===== config.mk =====
export PLATFORM = sky130hd
export DESIGN_NAME = rrq_ctrl
export DESIGN_NICKNAME = d
export VERILOG_FILES = /design/src/hdl/reliable_retransmit_queue_unit_macros.svh /design/src/hdl/rrq_pkg.sv /design/src/hdl/rrq_ctrl.sv
export SDC_FILE = /design/constraint.sdc
export NUM_CORES = 1
export LEC_CHECK = 0
export ABC_AREA = 1
export BUFFER_PORTS_ARGS = -buffer_cell sky130_fd_sc_hd__buf_2
export CORE_AREA = 2 2 39 41
export CTS_CLUSTER_SIZE = 24
export DETAILED_ROUTE_END_ITERATION = 10
export DIE_AREA = 0 0 41 43
export GPL_TIMING_DRIVEN = 0
export MAX_ROUTING_LAYER = met4
export PLACE_DENSITY_LB_ADDON = 0.25
export SKIP_LAST_GASP = 1
export SYNTH_ARGS = -nofsm -noshare
export SYNTH_HDL_FRONTEND = slang
export SYNTH_SLANG_ARGS = --single-unit

===== constraint.sdc =====
create_clock -name clk_i -period 1 [get_ports clk_i]
set_clock_uncertainty 0.05 [all_clocks]
set_input_delay 0.15 -clock clk_i [delete_from_list [all_inputs] [get_ports clk_i]]
set_output_delay 0.15 -clock clk_i [all_outputs]
set_load 0.01 [all_outputs]

===== src/hdl/reliable_retransmit_queue_unit_macros.svh =====
`ifndef RELIABLE_RETRANSMIT_QUEUE_UNIT_MACROS_SVH
`define RELIABLE_RETRANSMIT_QUEUE_UNIT_MACROS_SVH

// same-cycle implication
`define RRQ_ASSERT_NOW(lbl, ante, cons, msg) \
  lbl: assert property (@(posedge clk_i) disable iff (!rst_ni) (ante) |-> (cons)) \
    else $error(msg);

// next-cycle implication
`define RRQ_ASSERT_NEXT(lbl, ante, cons, msg) \
  lbl: assert property (@(posedge clk_i) disable iff (!rst_ni) (ante) |=> (cons)) \
    else $error(msg);

`endif


===== src/hdl/rrq_pkg.sv =====
`timescale 1ns / 1ps

package rrq_pkg;

  localparam int unsigned NumConnDef   = 16;
  localparam int unsigned NumChanDef   = 4;
  localparam int unsigned RingSlotsDef = 16;

  localparam logic [15:0] NoBuffer      = 16'hFFFF;
  localparam logic [31:0] TimeoutReset  = 32'd200;
  localparam int unsigned InTdataW      = 144;
  localparam int unsigned OutTdataW     = 40;

  typedef enum logic [1:0] {
    ACT_RECORD = 2'd0,
    ACT_ACK    = 2'd1,
    ACT_RESEND = 2'd2,
    ACT_CLEAR  = 2'd3
  } action_e;

  typedef enum logic [1:0] {
    KIND_RECORD  = 2'd0,
    KIND_RELEASE = 2'd1,
    KIND_RESEND  = 2'd2,
    KIND_NONE    = 2'd3
  } kind_e;

  typedef enum logic [2:0] {
    ST_IDLE,
    ST_DECODE,
    ST_PTR_RD,
    ST_PTR_WAIT,
    ST_REC,
    ST_WALK_CHK,
    ST_WALK_EVAL,
    ST_WALK_END
  } state_e;

  typedef struct packed {
    logic load_item;
    logic ptr_rd;
    logic ptr_latch;
    logic rec_exec;
    logic ent_rd;
    logic eval_step;
    logic ring_wr;
    logic chan_next;
    logic finish_push;
  } cmd_t;

  typedef struct packed {
    action_e action;
    logic    usable;
    logic    conn_ok;
    logic    at_tail;
    logic    eval_go;
    logic    eval_break;
    logic    out_free;
    logic    last_chan;
    logic    pend_valid;
  } sts_t;

endpackage


===== src/hdl/rrq_ctrl.sv =====
`timescale 1ns / 1ps

module rrq_ctrl (
  input  logic          clk_i,
  input  logic          rst_ni,
  input  logic          in_valid_i,
  output logic          in_ready_o,
  input  rrq_pkg::sts_t sts_i,
  output rrq_pkg::cmd_t cmd_o
);
  import rrq_pkg::*;

  state_e state_q, state_d;
  logic   finish_q, finish_d;

  always_ff @(posedge clk_i or negedge rst_ni) begin
    if (!rst_ni) begin
      state_q  <= ST_IDLE;
      finish_q <= 1'b0;
    end else begin
      state_q  <= state_d;
      finish_q <= finish_d;
    end
  end

  // finish_q marks the closing push, taken from the idle state
  always_comb begin
    state_d  = state_q;
    finish_d = finish_q;
    unique case (state_q)
      ST_IDLE: begin
        if (finish_q) begin
          if (sts_i.out_free) finish_d = 1'b0;
        end else if (in_valid_i) begin
          state_d = ST_DECODE;
        end
      end
      ST_DECODE: begin
        if (sts_i.action == ACT_CLEAR) begin
          if (sts_i.conn_ok) state_d = ST_PTR_RD;
          else begin
            state_d  = ST_IDLE;
            finish_d = 1'b1;
          end
        end else if (sts_i.usable) begin
          state_d = ST_PTR_RD;
        end else if (sts_i.action == ACT_RECORD) begin
          state_d = ST_REC;
        end else begin
          state_d  = ST_IDLE;
          finish_d = 1'b1;
        end
      end
      ST_PTR_RD:   state_d = ST_PTR_WAIT;
      ST_PTR_WAIT: state_d = (sts_i.action == ACT_RECORD) ? ST_REC : ST_WALK_CHK;
      ST_REC: begin
        state_d  = ST_IDLE;
        finish_d = 1'b1;
      end
      ST_WALK_CHK: state_d = sts_i.at_tail ? ST_WALK_END : ST_WALK_EVAL;
      ST_WALK_EVAL: begin
        if (sts_i.eval_break) state_d = ST_WALK_END;
        else if (sts_i.eval_go) state_d = ST_WALK_CHK;
      end
      ST_WALK_END: begin
        if (sts_i.action == ACT_CLEAR && !sts_i.last_chan) state_d = ST_PTR_RD;
        else begin
          state_d  = ST_IDLE;
          finish_d = 1'b1;
        end
      end
      default: state_d = ST_IDLE;
    endcase
  end

  always_comb begin
    cmd_o      = '0;
    in_ready_o = 1'b0;
    unique case (state_q)
      ST_IDLE: begin
        in_ready_o          = !finish_q;
        cmd_o.load_item     = !finish_q && in_valid_i;
        cmd_o.finish_push   = finish_q && sts_i.out_free;
      end
      ST_DECODE:    ;
      ST_PTR_RD:    cmd_o.ptr_rd = 1'b1;
      ST_PTR_WAIT:  cmd_o.ptr_latch = 1'b1;
      ST_REC:       cmd_o.rec_exec = 1'b1;
      ST_WALK_CHK:  cmd_o.ent_rd = !sts_i.at_tail;
      ST_WALK_EVAL: cmd_o.eval_step = sts_i.eval_go && !sts_i.eval_break;
      ST_WALK_END: begin
        cmd_o.ring_wr   = 1'b1;
        cmd_o.chan_next = (sts_i.action == ACT_CLEAR) && !sts_i.last_chan;
      end
      default: ;
    endcase
  end

endmodule


==> results.sh, run 1 <==
export IMPL_status="finished, violations left"
export IMPL_violations="setup timing"
export IMPL_num_vias=507
export IMPL_critical_path_class="reg -> out"
export IMPL_synth_warnings=0
export IMPL_ant_nets=0
export IMPL_min_path_type="in -> reg"
export IMPL_p_seq_share_pct=20.3
export IMPL_p_per_area_nw_per_um2=2618
export IMPL_die_w_um=41
export IMPL_p_int_mw=0.9631
export IMPL_layout_nets=111
export IMPL_setup_ws_ps=-372.9
export IMPL_r2r_setup_slack_ps=-280
export IMPL_avgSynthCellArea_um2=5.689
export IMPL_insertion_delay_ps=240
export IMPL_antenna_cells=0
export IMPL_grt_max_degree=6
export IMPL_critPathCaptureType="output port"
export IMPL_wire_per_inst_um=9.761
export IMPL_cts_root_buf="clkbuf_4"
export IMPL_totalWireLength_um=1103
export IMPL_cts_htree_levels=1
export IMPL_arrival_ps=1170
export IMPL_postLayoutCellArea_um2=680.7
export IMPL_first_global_vias=454
export IMPL_cts_buffer_depth=2
export IMPL_grt_pass1_wl_um=1718
export IMPL_leakage_nw=0.4144
export IMPL_finalMaxSlewViolations=0
export IMPL_drive_gt1_share_pct=52.58
export IMPL_drt_first_iter_violations=2
export IMPL_mostFrequentLayoutCells="21 x buf_2, 12 x nand2_1, 11 x nor2_1"
export IMPL_cts_clk_slew_worst_paths_ps=40
export IMPL_place_hpwl_um=720.7
export IMPL_die_y_um=43
export IMPL_core_area_um2=1384
export IMPL_syn2layout_area_growth_pct=86.94
export IMPL_power_frac_clock_pct=12.7
export IMPL_yosysSeqAreaShare_pct=27.49
export IMPL_first_pass_iters=2
export IMPL_layout_min_cycle_time_ps=1373
export IMPL_globalRoute_totalOverflow=0
export IMPL_fmax_ghz=0.7284
export IMPL_irDropWorstVdd_uv=1113
export IMPL_cp_start_kind="flop"
export IMPL_setup_viol=14
export IMPL_netlist_instances=64
export IMPL_final_cells=113
export IMPL_grt_setup_unrepaired="true"
export IMPL_cts_tree="done"
export IMPL_place_inst=101
export IMPL_syn_area_um2=364.1
export IMPL_gp_congestion=0.7535
export IMPL_portBuffers=21
export IMPL_post_route_period_util_pct=137.3
export IMPL_viasPerCell=4.487
export IMPL_cts_buffers=3
export IMPL_p_sw_mw=0.8188
export IMPL_switching_share_pct=45.95
export IMPL_grt_total_usage_pct=14.43
export IMPL_crit_required_ps=800
export IMPL_timing_hold_violations_final=0
export IMPL_async_flop_share_pct=100.0
export IMPL_syn_num_nets=77
export IMPL_worstMarginPinSlew_ps=209.6
export IMPL_path_max_fanout=4
export IMPL_synth_edf_count=0
export IMPL_ys_flop_type="dfrtp_1"
export IMPL_core_rowCount=14
export IMPL_start_util_pct=26.31
export IMPL_drc=0
export IMPL_pre_cts_slack_ps=-175.9
export IMPL_ios=23
export IMPL_layout_commonest_cell="buf_2"
export IMPL_power_frac_comb_pct=67.0
export IMPL_cap_violations=0
export IMPL_slew_headroom_pct=86.03
export IMPL_holdWs_ps=62.45
export IMPL_grt_antenna_before_repair=0
export IMPL_placed_cell_area_um2=518.0
export IMPL_cts_num_sinks=4
export IMPL_dieArea_um2=1763
export IMPL_ys_ff_latch=4
export IMPL_yosysUniqueCellTypes=14
-- Yosys cell counts, types with 2 or more instances --
cell	count	share of area (%)
nand3_1	9	12
nor2_1	14	14
inv_2	3	3.1
inv_1	8	8.2
dfrtp_1	4	27
nor3_1	3	4.1
nand2_1	15	15
o21ai_1	2	2.7
-- stage by stage --
step	setup TNS (ps)	total power, mW	utilization [%]
4_1_cts	-4031	1.631	46.02
2_1_floorplan	-311.7	0.9232	-
5_1_grt	-4685	1.920	49.19
6_report	-3917	1.782	49.19
3_3_place_gp	-1401	1.127	37.43
3_5_place_dp	-1373	1.121	37.43
-- power groups by stage --
stage | combinational (mW) | clock [mW] | sequential [mW]
6_report | 1.19 | 0.226 | 0.362
5_1_grt | 1.31 | 0.244 | 0.366
3_5_place_dp | 0.767 | 0 | 0.354
2_1_floorplan | 0.587 | 0 | 0.336
4_1_cts | 1.05 | 0.234 | 0.342
3_3_place_gp | 0.772 | 0 | 0.355
-- worst max-delay path, stage by stage, from the launching register on --
cell	delay [ps]
dfrtp_2	450
nor2_4	160
nand2_4	80
nor3_4	90
buf_2	140
-- cell families after synthesis --
group	Yosys count	share of synthesized area (%)
AND/OR/NAND/NOR	43	50.86
buffers and inverters	13	15.46
flip-flops	4	27.49
AO/OA/AOI/OAI	4	6.185
-- layout make-up --
type | instances | area (um^2)
inverter | 12 | 50.05
timing repair buffer | 29 | 175.2
sequential | 4 | 102.6
fill | 133 | 703.2
clock buffer | 4 | 26.28
multi-input combinational | 47 | 295.3
buffer | 1 | 11.26
tap | 16 | 20.02
-- registers in the layout, summed over array words and instances, names as in the netlist --
name,flops
finish_q,1
state_q,3
-- routing by layer --
metal / global-route usage, % / share of wire, % / vias to the layer above
met5: - / 0 / -
met4: 6.000 / 0.63 / 0
met3: 4.712 / 5.3 / 2
met2: 21.88 / 54 / 14
met1: 16.83 / 40 / 224
li1: - / - / 267
-- what timing repair did --
action,in CTS,in global routing
setup endpoints to repair,14,14
pin swaps,6,4
gates resized for setup,9,9
buffers inserted,5,2
hold buffers,1,0
endpoints found under the hold margin,4,0
-- final timing paths --
| check | from | to | cells after the start |
|---|---|---|---|
| worst max-delay path | state_q[1] | cmd_o[8] | 4 |
| worst min-delay path | sts_i[7] | state_q[2] | 2 |
| worst max register to register | state_q[1] | finish_q | 7 |
| worst min register to register | finish_q | finish_q | 2 |
| max in group asynchronous | rst_ni | state_q[2] | 2 |
| min in group asynchronous | rst_ni | finish_q | 2 |
Note: power is estimated with default switching activity, not from simulation.
==> run 2, diff against run 1 <==
Settings changed: PLACE_DENSITY set to 0.63, PLACE_DENSITY_LB_ADDON 0.25 to unset.
==> results.sh, run 2 (same netlist as run 1, synthesis figures left out) <==
export IMPL_cts_buffers=3
export IMPL_core_area_um2=1384
export IMPL_largestRegisters="state_q: 3 flops, finish_q: 1 flops"
export IMPL_r2r_setup_slack_ps=-240
export IMPL_hold_end="state_q[2]"
export IMPL_p_seq_share_pct=19.7
export IMPL_drt_first_iter_violations=8
export IMPL_setup_ws_ps=-379.0
export IMPL_wire_per_inst_um=10.42
export IMPL_antenna_cells=0
export IMPL_fmax_ghz=0.7251
export IMPL_regMostFlops="state_q"
export IMPL_core_rowCount=14
export IMPL_insertion_delay_ps=240
export IMPL_place_hpwl_um=736.9
export IMPL_power_frac_comb_pct=68.5
export IMPL_timing_hold_violations_final=0
export IMPL_cts_htree_levels=1
export IMPL_layout_min_cycle_time_ps=1379
export IMPL_setup_viol=14
export IMPL_leakage_nw=0.4270
export IMPL_grt_pass1_wl_um=1752
export IMPL_rr_startpoint="state_q[2]"
export IMPL_cts_buffer_depth=2
export IMPL_totalWireLength_um=1209
export IMPL_post_route_period_util_pct=137.9
export IMPL_layout_commonest_cell="buf_2"
export IMPL_viasPerCell=4.448
export IMPL_violations="setup timing"
export IMPL_drc=0
export IMPL_utilization_pct=52.26
export IMPL_cts_clk_slew_worst_paths_ps=40
export IMPL_cts_root_buf="clkbuf_4"
export IMPL_cp_start_kind="flop"
export IMPL_ios=23
export IMPL_portBuffers=21
export IMPL_globalRoute_totalOverflow=0
export IMPL_gp_congestion=0.7908
export IMPL_p_int_mw=1.026
export IMPL_grt_total_usage_pct=14.89
export IMPL_min_path_type="in -> reg"
export IMPL_first_pass_iters=2
export IMPL_p_per_area_nw_per_um2=2608
export IMPL_p_sw_mw=0.8601
export IMPL_cts_tree="done"
export IMPL_status="finished, violations left"
export IMPL_start_util_pct=26.31
export IMPL_cap_violations=0
export IMPL_worstMarginPinSlew_ps=214.9
export IMPL_largest_register_ffs=3
export IMPL_critPathCaptureType="output port"
export IMPL_critical_path_class="reg -> out"
export IMPL_die_y_um=43
export IMPL_rr_worst_depth=6
export IMPL_min_from="sts_i[7]"
export IMPL_first_global_vias=468
export IMPL_holdWs_ps=65.32
export IMPL_slew_headroom_pct=85.67
export IMPL_switching_share_pct=45.61
export IMPL_grt_setup_unrepaired="true"
export IMPL_fin_total_pwr_mw=1.886
export IMPL_crit_required_ps=800
export IMPL_arrival_ps=1180
export IMPL_mostFrequentLayoutCells="19 x buf_2, 12 x nand2_1, 12 x nor2_1"
export IMPL_finalMaxSlewViolations=0
export IMPL_ant_nets=0
export IMPL_layout_nets=114
export IMPL_num_vias=516
export IMPL_grt_max_degree=8
export IMPL_worstReg2RegEnd="state_q[0]"
export IMPL_syn2layout_area_growth_pct=98.63
export IMPL_die_w_um=41
export IMPL_drive_gt1_share_pct=56.00
export IMPL_path_max_fanout=5
export IMPL_hold_depth=2
export IMPL_power_frac_clock_pct=11.7
export IMPL_cts_num_sinks=4
export IMPL_irDropWorstVdd_uv=1062
export IMPL_dieArea_um2=1763
export IMPL_grt_antenna_before_repair=0
-- run 2: power by group through the flow --
| stage | registers [mW] | clock network (mW) | logic [mW] |
|---|---|---|---|
| floorplan | 0.336 | 0 | 0.587 |
| global placement | 0.352 | 0 | 0.768 |
| detailed placement | 0.352 | 0 | 0.773 |
| CTS | 0.353 | 0.230 | 1.10 |
| global route | 0.383 | 0.239 | 1.41 |
| finish | 0.372 | 0.222 | 1.29 |
-- run 2: worst max path at each step --
stage	start	to	slack (ps)	cells after the start
2_1_floorplan	state_q[0]	cmd_o[8]	-60	4
6_report	state_q[1]	cmd_o[8]	-380	4
4_1_cts	state_q[0]	cmd_o[8]	-400	5
3_5_place_dp	state_q[0]	cmd_o[8]	-180	5
3_3_place_gp	state_q[0]	state_q[0]	-170	7
5_1_grt	state_q[2]	cmd_o[3]	-430	4
-- run 2: timing repair --
action                     in CTS  in global routing
hold endpoints to repair        4                  0
gates cloned                    0                  0
hold buffers                    1                  0
resized for setup              11                  9
pin swaps                       3                  5
setup buffers                   6                  4
setup endpoints to repair      14                 14
-- run 2: stage by stage --
step | cell area (um^2) | instances | setup TNS, ps | setup WS [ps]
after detailed placement | 518.0 | 101 | -1343 | -183.7
after global placement | 518.0 | 101 | -1310 | -174.9
after floorplan | 392.9 | 64 | -311.7 | -58.71
after CTS | 659.4 | 112 | -3955 | -395.1
final | 723.2 | 116 | -4092 | -379.0
after global routing | 723.2 | 116 | -4923 | -432.3
-- run 2: per-layer routing --
| layer | up-vias | part of all wire (%) | global-route usage (%) |
|---|---|---|---|
| li1 | 272 | - | - |
| met1 | 228 | 43 | 17.32 |
| met2 | 14 | 52 | 22.81 |
| met3 | 2 | 4.2 | 3.141 |
| met4 | 0 | 1.2 | 8.000 |
| met5 | - | 0 | - |
-- run 2: layout make-up --
cell class / count / area, um^2
buffer: 1 / 11.26
clock buffer: 4 / 26.28
fill: 133 / 660.6
inverter: 12 / 48.80
multi-input combinational: 47 / 291.5
sequential: 4 / 102.6
tap: 16 / 20.02
timing repair buffer: 32 / 222.7
-- run 2: worst max-delay path: stages (launching register included) --
cell and delay [ps]:
dfrtp_2 450, nor2_4 160, nand2_4 80, nor3_4 100, buf_2 140
